==> src/rtl/core/nacu_pkg.sv <==
// Shared types and constants for the NAT address checksum update block
package nacu_pkg;

    localparam int WORD_W        = 16;
    localparam int NUM_WORDS     = 8;
    localparam int ADDR_W        = WORD_W * NUM_WORDS;
    localparam int V4_FIRST_WORD = 6;

    localparam logic [7:0] PROTO_TCP   = 8'd6;
    localparam logic [7:0] PROTO_UDP   = 8'd17;
    localparam logic [7:0] PROTO_ICMP6 = 8'd58;

    typedef struct packed {
        logic                v6;
        logic                hdr_en;
        logic                tp_en;
        logic [WORD_W-1:0]   hsum;
        logic [WORD_W-1:0]   tsum;
        logic [ADDR_W-1:0]   orig_ip;
        logic [ADDR_W-1:0]   repl_ip;
    } stage_t;

endpackage

==> src/rtl/core/nacu_req_if.sv <==
// Request channel: address rewrite transaction with valid/ready handshake
interface nacu_req_if;
    logic        valid;
    logic        ready;
    logic        is_v6;
    logic        rewrite_source;
    logic [63:0] old_src_high;
    logic [63:0] old_src_low;
    logic [63:0] old_dst_high;
    logic [63:0] old_dst_low;
    logic [63:0] new_addr_high;
    logic [63:0] new_addr_low;
    logic [15:0] ip_header_sum;
    logic [15:0] transport_sum;
    logic [7:0]  proto_number;
    logic [12:0] fragment_offset;

    modport source (
        output valid, is_v6, rewrite_source, old_src_high, old_src_low,
               old_dst_high, old_dst_low, new_addr_high, new_addr_low,
               ip_header_sum, transport_sum, proto_number, fragment_offset,
        input  ready
    );

    modport sink (
        input  valid, is_v6, rewrite_source, old_src_high, old_src_low,
               old_dst_high, old_dst_low, new_addr_high, new_addr_low,
               ip_header_sum, transport_sum, proto_number, fragment_offset,
        output ready
    );
endinterface

==> src/rtl/core/nacu_rsp_if.sv <==
// Response channel: updated checksums with valid/ready handshake
interface nacu_rsp_if;
    logic        valid;
    logic        ready;
    logic [15:0] new_ip_header_sum;
    logic [15:0] new_transport_sum;
    logic        transport_changed;

    modport source (
        output valid, new_ip_header_sum, new_transport_sum, transport_changed,
        input  ready
    );

    modport sink (
        input  valid, new_ip_header_sum, new_transport_sum, transport_changed,
        output ready
    );
endinterface

==> src/rtl/core/nat_address_checksum_update.sv <==
// Top level: NAT address rewrite checksum updater built as a chain of word cells
//
//   channel | modport | contents
//   --------+---------+---------------------------------------------------
//   req     | sink    | old src/dst addresses, new address, sums, protocol
//   rsp     | source  | updated header sum, transport sum, changed flag
//
// One transaction enters per cycle while rsp is not stalled; each result passes
// through the 8-cell chain, one cell per 16-bit address word.
// Reset clears only the per-cell valid bits.
// A stalled rsp holds the whole chain; req.ready follows rsp.ready when the
// last cell is full.
module nat_address_checksum_update (
    input  logic       clk,
    input  logic       rst_n,
    nacu_req_if.sink   req,
    nacu_rsp_if.source rsp
);

    logic                         en;
    logic                         tp_proto_v4;
    logic                         tp_proto_v6;
    nacu_pkg::stage_t             head;
    logic [nacu_pkg::NUM_WORDS:0] vchain;
    nacu_pkg::stage_t             dchain [nacu_pkg::NUM_WORDS+1];

    assign en        = !vchain[nacu_pkg::NUM_WORDS] || rsp.ready;
    assign req.ready = en;

    assign tp_proto_v4 = (req.proto_number == nacu_pkg::PROTO_TCP)
                      || (req.proto_number == nacu_pkg::PROTO_UDP);
    assign tp_proto_v6 = tp_proto_v4 || (req.proto_number == nacu_pkg::PROTO_ICMP6);

    always_comb
    begin
        head.v6      = req.is_v6;
        head.hdr_en  = !req.is_v6;
        head.tp_en   = req.is_v6 ? tp_proto_v6
                                 : (tp_proto_v4 && (req.fragment_offset == 13'd0));
        head.hsum    = req.ip_header_sum;
        head.tsum    = req.transport_sum;
        head.orig_ip = req.rewrite_source ? {req.old_src_high, req.old_src_low}
                                          : {req.old_dst_high, req.old_dst_low};
        head.repl_ip = {req.new_addr_high, req.new_addr_low};
    end

    assign vchain[0] = req.valid;
    assign dchain[0] = head;

    for (genvar k = 0; k < nacu_pkg::NUM_WORDS; k++)
    begin : g_cell
        nacu_cell #(
            .IDX (k)
        ) u_cell (
            .clk       (clk),
            .rst_n     (rst_n),
            .en        (en),
            .in_valid  (vchain[k]),
            .in_data   (dchain[k]),
            .out_valid (vchain[k+1]),
            .out_data  (dchain[k+1])
        );
    end

    assign rsp.valid             = vchain[nacu_pkg::NUM_WORDS];
    assign rsp.new_ip_header_sum = dchain[nacu_pkg::NUM_WORDS].hsum;
    assign rsp.new_transport_sum = dchain[nacu_pkg::NUM_WORDS].tsum;
    assign rsp.transport_changed = dchain[nacu_pkg::NUM_WORDS].tp_en;

endmodule

==> src/rtl/core/nacu_cell.sv <==
// One checksum cell: applies a single 16-bit address word and passes the transaction on
module nacu_cell #(
    parameter int IDX = 0
) (
    input  logic            clk,
    input  logic            rst_n,
    input  logic            en,
    input  logic            in_valid,
    input  nacu_pkg::stage_t in_data,
    output logic            out_valid,
    output nacu_pkg::stage_t out_data
);

    localparam bit IN_V4_SPAN = (IDX >= nacu_pkg::V4_FIRST_WORD);

    logic                        valid_reg;
    nacu_pkg::stage_t            data_reg;
    nacu_pkg::stage_t            data_next;
    logic [nacu_pkg::WORD_W-1:0] old_word;
    logic [nacu_pkg::WORD_W-1:0] new_word;
    logic                        hdr_go;
    logic                        tp_go;

    function automatic logic [nacu_pkg::WORD_W-1:0] word_update(
        input logic [nacu_pkg::WORD_W-1:0] oldw,
        input logic [nacu_pkg::WORD_W-1:0] neww,
        input logic [nacu_pkg::WORD_W-1:0] sum
    );
        logic [31:0] c;
        logic [31:0] f;
        c = {16'h0, sum} - {16'h0, ~oldw} - {16'h0, neww};
        f = {16'h0, c[31:16]} + {16'h0, c[15:0]};
        f = f + {16'h0, f[31:16]};
        return f[15:0];
    endfunction

    assign old_word = in_data.orig_ip[nacu_pkg::ADDR_W-1 -: nacu_pkg::WORD_W];
    assign new_word = in_data.repl_ip[nacu_pkg::ADDR_W-1 -: nacu_pkg::WORD_W];
    assign hdr_go   = in_data.hdr_en && IN_V4_SPAN;
    assign tp_go    = in_data.tp_en && (in_data.v6 || IN_V4_SPAN);

    always_comb
    begin
        data_next         = in_data;
        data_next.orig_ip = {in_data.orig_ip[nacu_pkg::ADDR_W-nacu_pkg::WORD_W-1:0],
                             {nacu_pkg::WORD_W{1'b0}}};
        data_next.repl_ip = {in_data.repl_ip[nacu_pkg::ADDR_W-nacu_pkg::WORD_W-1:0],
                             {nacu_pkg::WORD_W{1'b0}}};
        if (hdr_go)
        begin
            data_next.hsum = word_update(old_word, new_word, in_data.hsum);
        end
        if (tp_go)
        begin
            data_next.tsum = word_update(old_word, new_word, in_data.tsum);
        end
    end

    always_ff @(posedge clk or negedge rst_n)
    begin
        if (!rst_n)
        begin
            valid_reg <= 1'b0;
        end
        else if (en)
        begin
            valid_reg <= in_valid;
        end
    end

    always_ff @(posedge clk)
    begin
        if (en)
        begin
            data_reg <= data_next;
        end
    end

    assign out_valid = valid_reg;
    assign out_data  = data_reg;

endmodule
==> src/flat_wrapper.sv <==
// flat-port wrapper written by rule: the top's interface ports become plain ports
module nat_address_checksum_update_flat 
  (clk, rst_n, req_valid, req_is_v6, req_rewrite_source, req_old_src_high, req_old_src_low, req_old_dst_high, req_old_dst_low, req_new_addr_high, req_new_addr_low, req_ip_header_sum, req_transport_sum, req_proto_number, req_fragment_offset, req_ready, rsp_valid, rsp_new_ip_header_sum, rsp_new_transport_sum, rsp_transport_changed, rsp_ready);
  nacu_req_if req_i ();
  nacu_rsp_if rsp_i ();
  input  logic clk;
  input  logic rst_n;
  input wire logic [$bits(req_i.valid)-1:0] req_valid;
  input wire logic [$bits(req_i.is_v6)-1:0] req_is_v6;
  input wire logic [$bits(req_i.rewrite_source)-1:0] req_rewrite_source;
  input wire logic [$bits(req_i.old_src_high)-1:0] req_old_src_high;
  input wire logic [$bits(req_i.old_src_low)-1:0] req_old_src_low;
  input wire logic [$bits(req_i.old_dst_high)-1:0] req_old_dst_high;
  input wire logic [$bits(req_i.old_dst_low)-1:0] req_old_dst_low;
  input wire logic [$bits(req_i.new_addr_high)-1:0] req_new_addr_high;
  input wire logic [$bits(req_i.new_addr_low)-1:0] req_new_addr_low;
  input wire logic [$bits(req_i.ip_header_sum)-1:0] req_ip_header_sum;
  input wire logic [$bits(req_i.transport_sum)-1:0] req_transport_sum;
  input wire logic [$bits(req_i.proto_number)-1:0] req_proto_number;
  input wire logic [$bits(req_i.fragment_offset)-1:0] req_fragment_offset;
  output wire logic [$bits(req_i.ready)-1:0] req_ready;
  output wire logic [$bits(rsp_i.valid)-1:0] rsp_valid;
  output wire logic [$bits(rsp_i.new_ip_header_sum)-1:0] rsp_new_ip_header_sum;
  output wire logic [$bits(rsp_i.new_transport_sum)-1:0] rsp_new_transport_sum;
  output wire logic [$bits(rsp_i.transport_changed)-1:0] rsp_transport_changed;
  input wire logic [$bits(rsp_i.ready)-1:0] rsp_ready;
  assign req_i.valid = req_valid;
  assign req_i.is_v6 = req_is_v6;
  assign req_i.rewrite_source = req_rewrite_source;
  assign req_i.old_src_high = req_old_src_high;
  assign req_i.old_src_low = req_old_src_low;
  assign req_i.old_dst_high = req_old_dst_high;
  assign req_i.old_dst_low = req_old_dst_low;
  assign req_i.new_addr_high = req_new_addr_high;
  assign req_i.new_addr_low = req_new_addr_low;
  assign req_i.ip_header_sum = req_ip_header_sum;
  assign req_i.transport_sum = req_transport_sum;
  assign req_i.proto_number = req_proto_number;
  assign req_i.fragment_offset = req_fragment_offset;
  assign req_ready = req_i.ready;
  assign rsp_valid = rsp_i.valid;
  assign rsp_new_ip_header_sum = rsp_i.new_ip_header_sum;
  assign rsp_new_transport_sum = rsp_i.new_transport_sum;
  assign rsp_transport_changed = rsp_i.transport_changed;
  assign rsp_i.ready = rsp_ready;
  nat_address_checksum_update u_core (.clk(clk), .rst_n(rst_n), .req(req_i), .rsp(rsp_i));
endmodule
==> config.mk <==
export PLATFORM = sky130hd
export DESIGN_NAME = nat_address_checksum_update_flat
export DESIGN_NICKNAME = d
export VERILOG_FILES = /design/src/rtl/core/nacu_pkg.sv /design/src/rtl/core/nacu_req_if.sv /design/src/rtl/core/nacu_rsp_if.sv /design/src/rtl/core/nat_address_checksum_update.sv /design/src/rtl/core/nacu_cell.sv /design/src/flat_wrapper.sv
export SDC_FILE = /design/constraint.sdc
export NUM_CORES = 2
export LEC_CHECK = 0
export BUFFER_PORTS_ARGS = -buffer_cell sky130_fd_sc_hd__buf_2
export CORE_MARGIN = 4
export CORE_UTILIZATION = 50
export CTS_CLUSTER_DIAMETER = 60
export DETAILED_ROUTE_END_ITERATION = 7
export HOLD_SLACK_MARGIN = 0.05
export PLACE_DENSITY = 0.69
export SYNTH_ARGS = -nofsm -noshare
export SYNTH_HDL_FRONTEND = slang
export SYNTH_SLANG_ARGS = --single-unit
==> constraint.sdc <==
create_clock -name clk -period 60.5 [get_ports clk]
set_clock_uncertainty 0.1 [all_clocks]
set_input_delay 15.125 -clock clk [delete_from_list [all_inputs] [get_ports clk]]
set_output_delay 15.125 -clock clk [all_outputs]
set_load 0.02 [all_outputs]
==> impl_metrics.ini <==
[synth]
syn-num-nets = 6533
ys_async_sr_fraction_pct = 0.678
synth_largest_area_cell = edfxtp_1
synth_commonest_cells = 1172 x edfxtp_1, 460 x ha_1, 386 x nor2_1
synthCells = 5600
synth_top_cell_area_share_pct = 53.2
synth-main-ff-cell = edfxtp_1
yosysMostFrequentCell = edfxtp_1
ys_warn_count = 0
seq_area_frac_synth_pct = 53.5
synth_area_leaders = edfxtp_1 53%, ha_1 8.7%, xnor2_1 4.4%
synth_cell_types = 119
netlist_area_sq_um = 66100
synth_edf_count = 1172
synth-seq-cells = 1180
syn_area_per_cell_sq_um = 11.8

[timing]
hold_viol_final = 0
timing.final.crit_share_pct = 52.0
max_slew_margin_pct = 21.6
maxSlewViolCount = 0
rsz0062_at_grt = false
setup_viol = 0
fin_setup_tns_ns = 0
timing.fmax_mhz = 31.8
worst_pin_slew_ns = 1.16
layout_min_cycle_time_ns = 31.44

[worst_setup_path]
crit_path_start_kind = primary input
crit_chain = buf_2, nand2b_4, buf_2
cp_data_arrival_time_ns = 16.22
cp.buffers_inverters = 2
crit_type = in -> out
cp.required_ns = 45.27
critPathMaxStageDelay_ns = 0.59
crit_path_frequent_cell = buf_2
cp_max_fo = 59
critPathTopFamily = simple AND/OR/NAND/NOR gates
crit_slowest_cell = nand2b_4
endpoint_kind = output pin

[clock_tree]
clk_path_buf_depth = 3
clock_sinks = 1180
cts.repair.resized = 0
cts_tree = yes
cts_root_buf = clkbuf_16
h-tree-depth = 4
clk_pin_slew_ns = 0.06
numCtsBuffers = 133
post_cts_buffers = 0
cts_hold_buffers = 0
clock_insertion_delay_worst_skew_ns = 0.77

[detailed_routing]
vias_per_cell = 5.54
vias = 44100
avgRoutedWirePerCell_um = 19.2
totalWireLength_mm = 153
dr.first_iter.drc_count = 2833
ant_nets = 0
drc_errors = 0
first_pass_iters = 6

[floorplan]
initial_core_util_pct = 50.3
die_area_sq_um = 138000
rows = 133
die_h_um = 372
coreArea_sq_um = 131000
die_w_um = 372
ios = 478

[finish]
drive_gt1_share_pct = 15.7
fin_nets = 7043
multiInputGateArea_sq_um = 28700
ff_latch_area_sq_um = 35400
syn_to_final_growth_pct = 13.0
fill_cells = 11000

[hold_path]
hold_path.class = reg -> reg

[job]
max-cap-violations = 0

[global_route]
grt_pass1_wl_mm = 234
grt_overflow = 0
grt_max_degree = 194
antenna_found_initial = 17
grt_pass1_vias = 42700
track_usage_pct = 21.8

[place]
port_buffers = 477
place.gp.congestion = 0.926
dpl.hpwl_mm = 119

[outcome]
status = finished, final reports clean
## registers in the layout, indices dropped and copies added (netlist names)
| name | cells |
|---|---|
| u_core.g_cell.u_cell.out_valid | 8 |
| u_core.g_cell.u_cell.out_data | 1172 |
## cells by family after synthesis
family / after synthesis / synth area share (%)
XOR/XNOR: 488 / 6.49
AND/OR/NAND/NOR: 1380 / 10.2
multiplexers: 196 / 3.33
AO/OA/AOI/OAI: 1356 / 13.6
adder cells (fa/ha/maj): 502 / 9.79
flip-flops: 1180 / 53.5
buffers and inverters: 498 / 3.07
## routing by layer
metal,vias to the layer above,global-route usage [%],wire (um)
met4,14,7.79,5230
met1,20900,27.3,64300
met3,243,4.07,8050
li1,22000,-,-
met2,1047,37.7,75400
met5,-,0,98
## area by class of cell
cell class	instances	area share, %
sequential	1180	47.4
multi-input combinational	3922	38.4
clock buffer	152	4.55
timing repair buffer	500	3.47
tap	1755	2.94
inverter	373	1.88
clock inverter	80	1.31
antenna	6	0.0201
## path summary, 6_finish.rpt
kind                                                         end                             startpoint  cells past startpoint  slack, ns
max                                                    req_ready                              rsp_ready                      3      29.06
min                        u_core.g_cell[4].u_cell.out_data[236]  u_core.g_cell[3].u_cell.out_data[220]                      0       0.30
max reg2reg                u_core.g_cell[1].u_cell.out_data[266]  u_core.g_cell[0].u_cell.out_data[257]                     38      50.33
min reg2reg                u_core.g_cell[4].u_cell.out_data[236]  u_core.g_cell[3].u_cell.out_data[220]                      0       0.30
max in group asynchronous      u_core.g_cell[1].u_cell.out_valid                                  rst_n                      1      46.05
min in group asynchronous      u_core.g_cell[5].u_cell.out_valid                                  rst_n                      1      14.09
## layout by cell type (no fill, tap or decap), types with 19 or more instances in the layout
cell,count
o211ai_1,38
nand3_1,99
xor2_1,156
nor3b_1,25
a2111oi_0,23
nor4_1,26
xnor2_1,331
a211oi_1,49
inv_1,364
o21bai_1,29
o21ai_1,41
a31oi_1,46
fa_1,30
buf_4,21
nand4_1,46
nor3_1,99
nand2_1,375
o21ai_0,305
clkbuf_1,19
ha_1,460
nand2b_1,57
a21oi_1,333
edfxtp_1,1172
mux2_2,176
o21a_1,61
clkbuf_16,133
and2_1,48
and3_1,34
nor2b_1,61
or3_1,36
a21boi_0,36
a21o_1,149
buf_2,476
nor2_1,386
## metrics by stage
stage               util [%]  hold WS [ns]  setup slack, ns  cell area [sq um]  instances
floorplan                  -         0.300            15.44              66100       5600
global placement        53.5         0.300            29.01              70300       7730
detailed placement      53.5         0.305            28.98              70300       7730
CTS                     56.8         0.294            28.98              74700       7962
global route            56.8         0.303            28.96              74700       7962
finish                  56.8         0.302            29.06              74700       7968
Power is not shown: default switching activity piles up to over one toggle a cycle in this logic, so the estimate is an artifact.
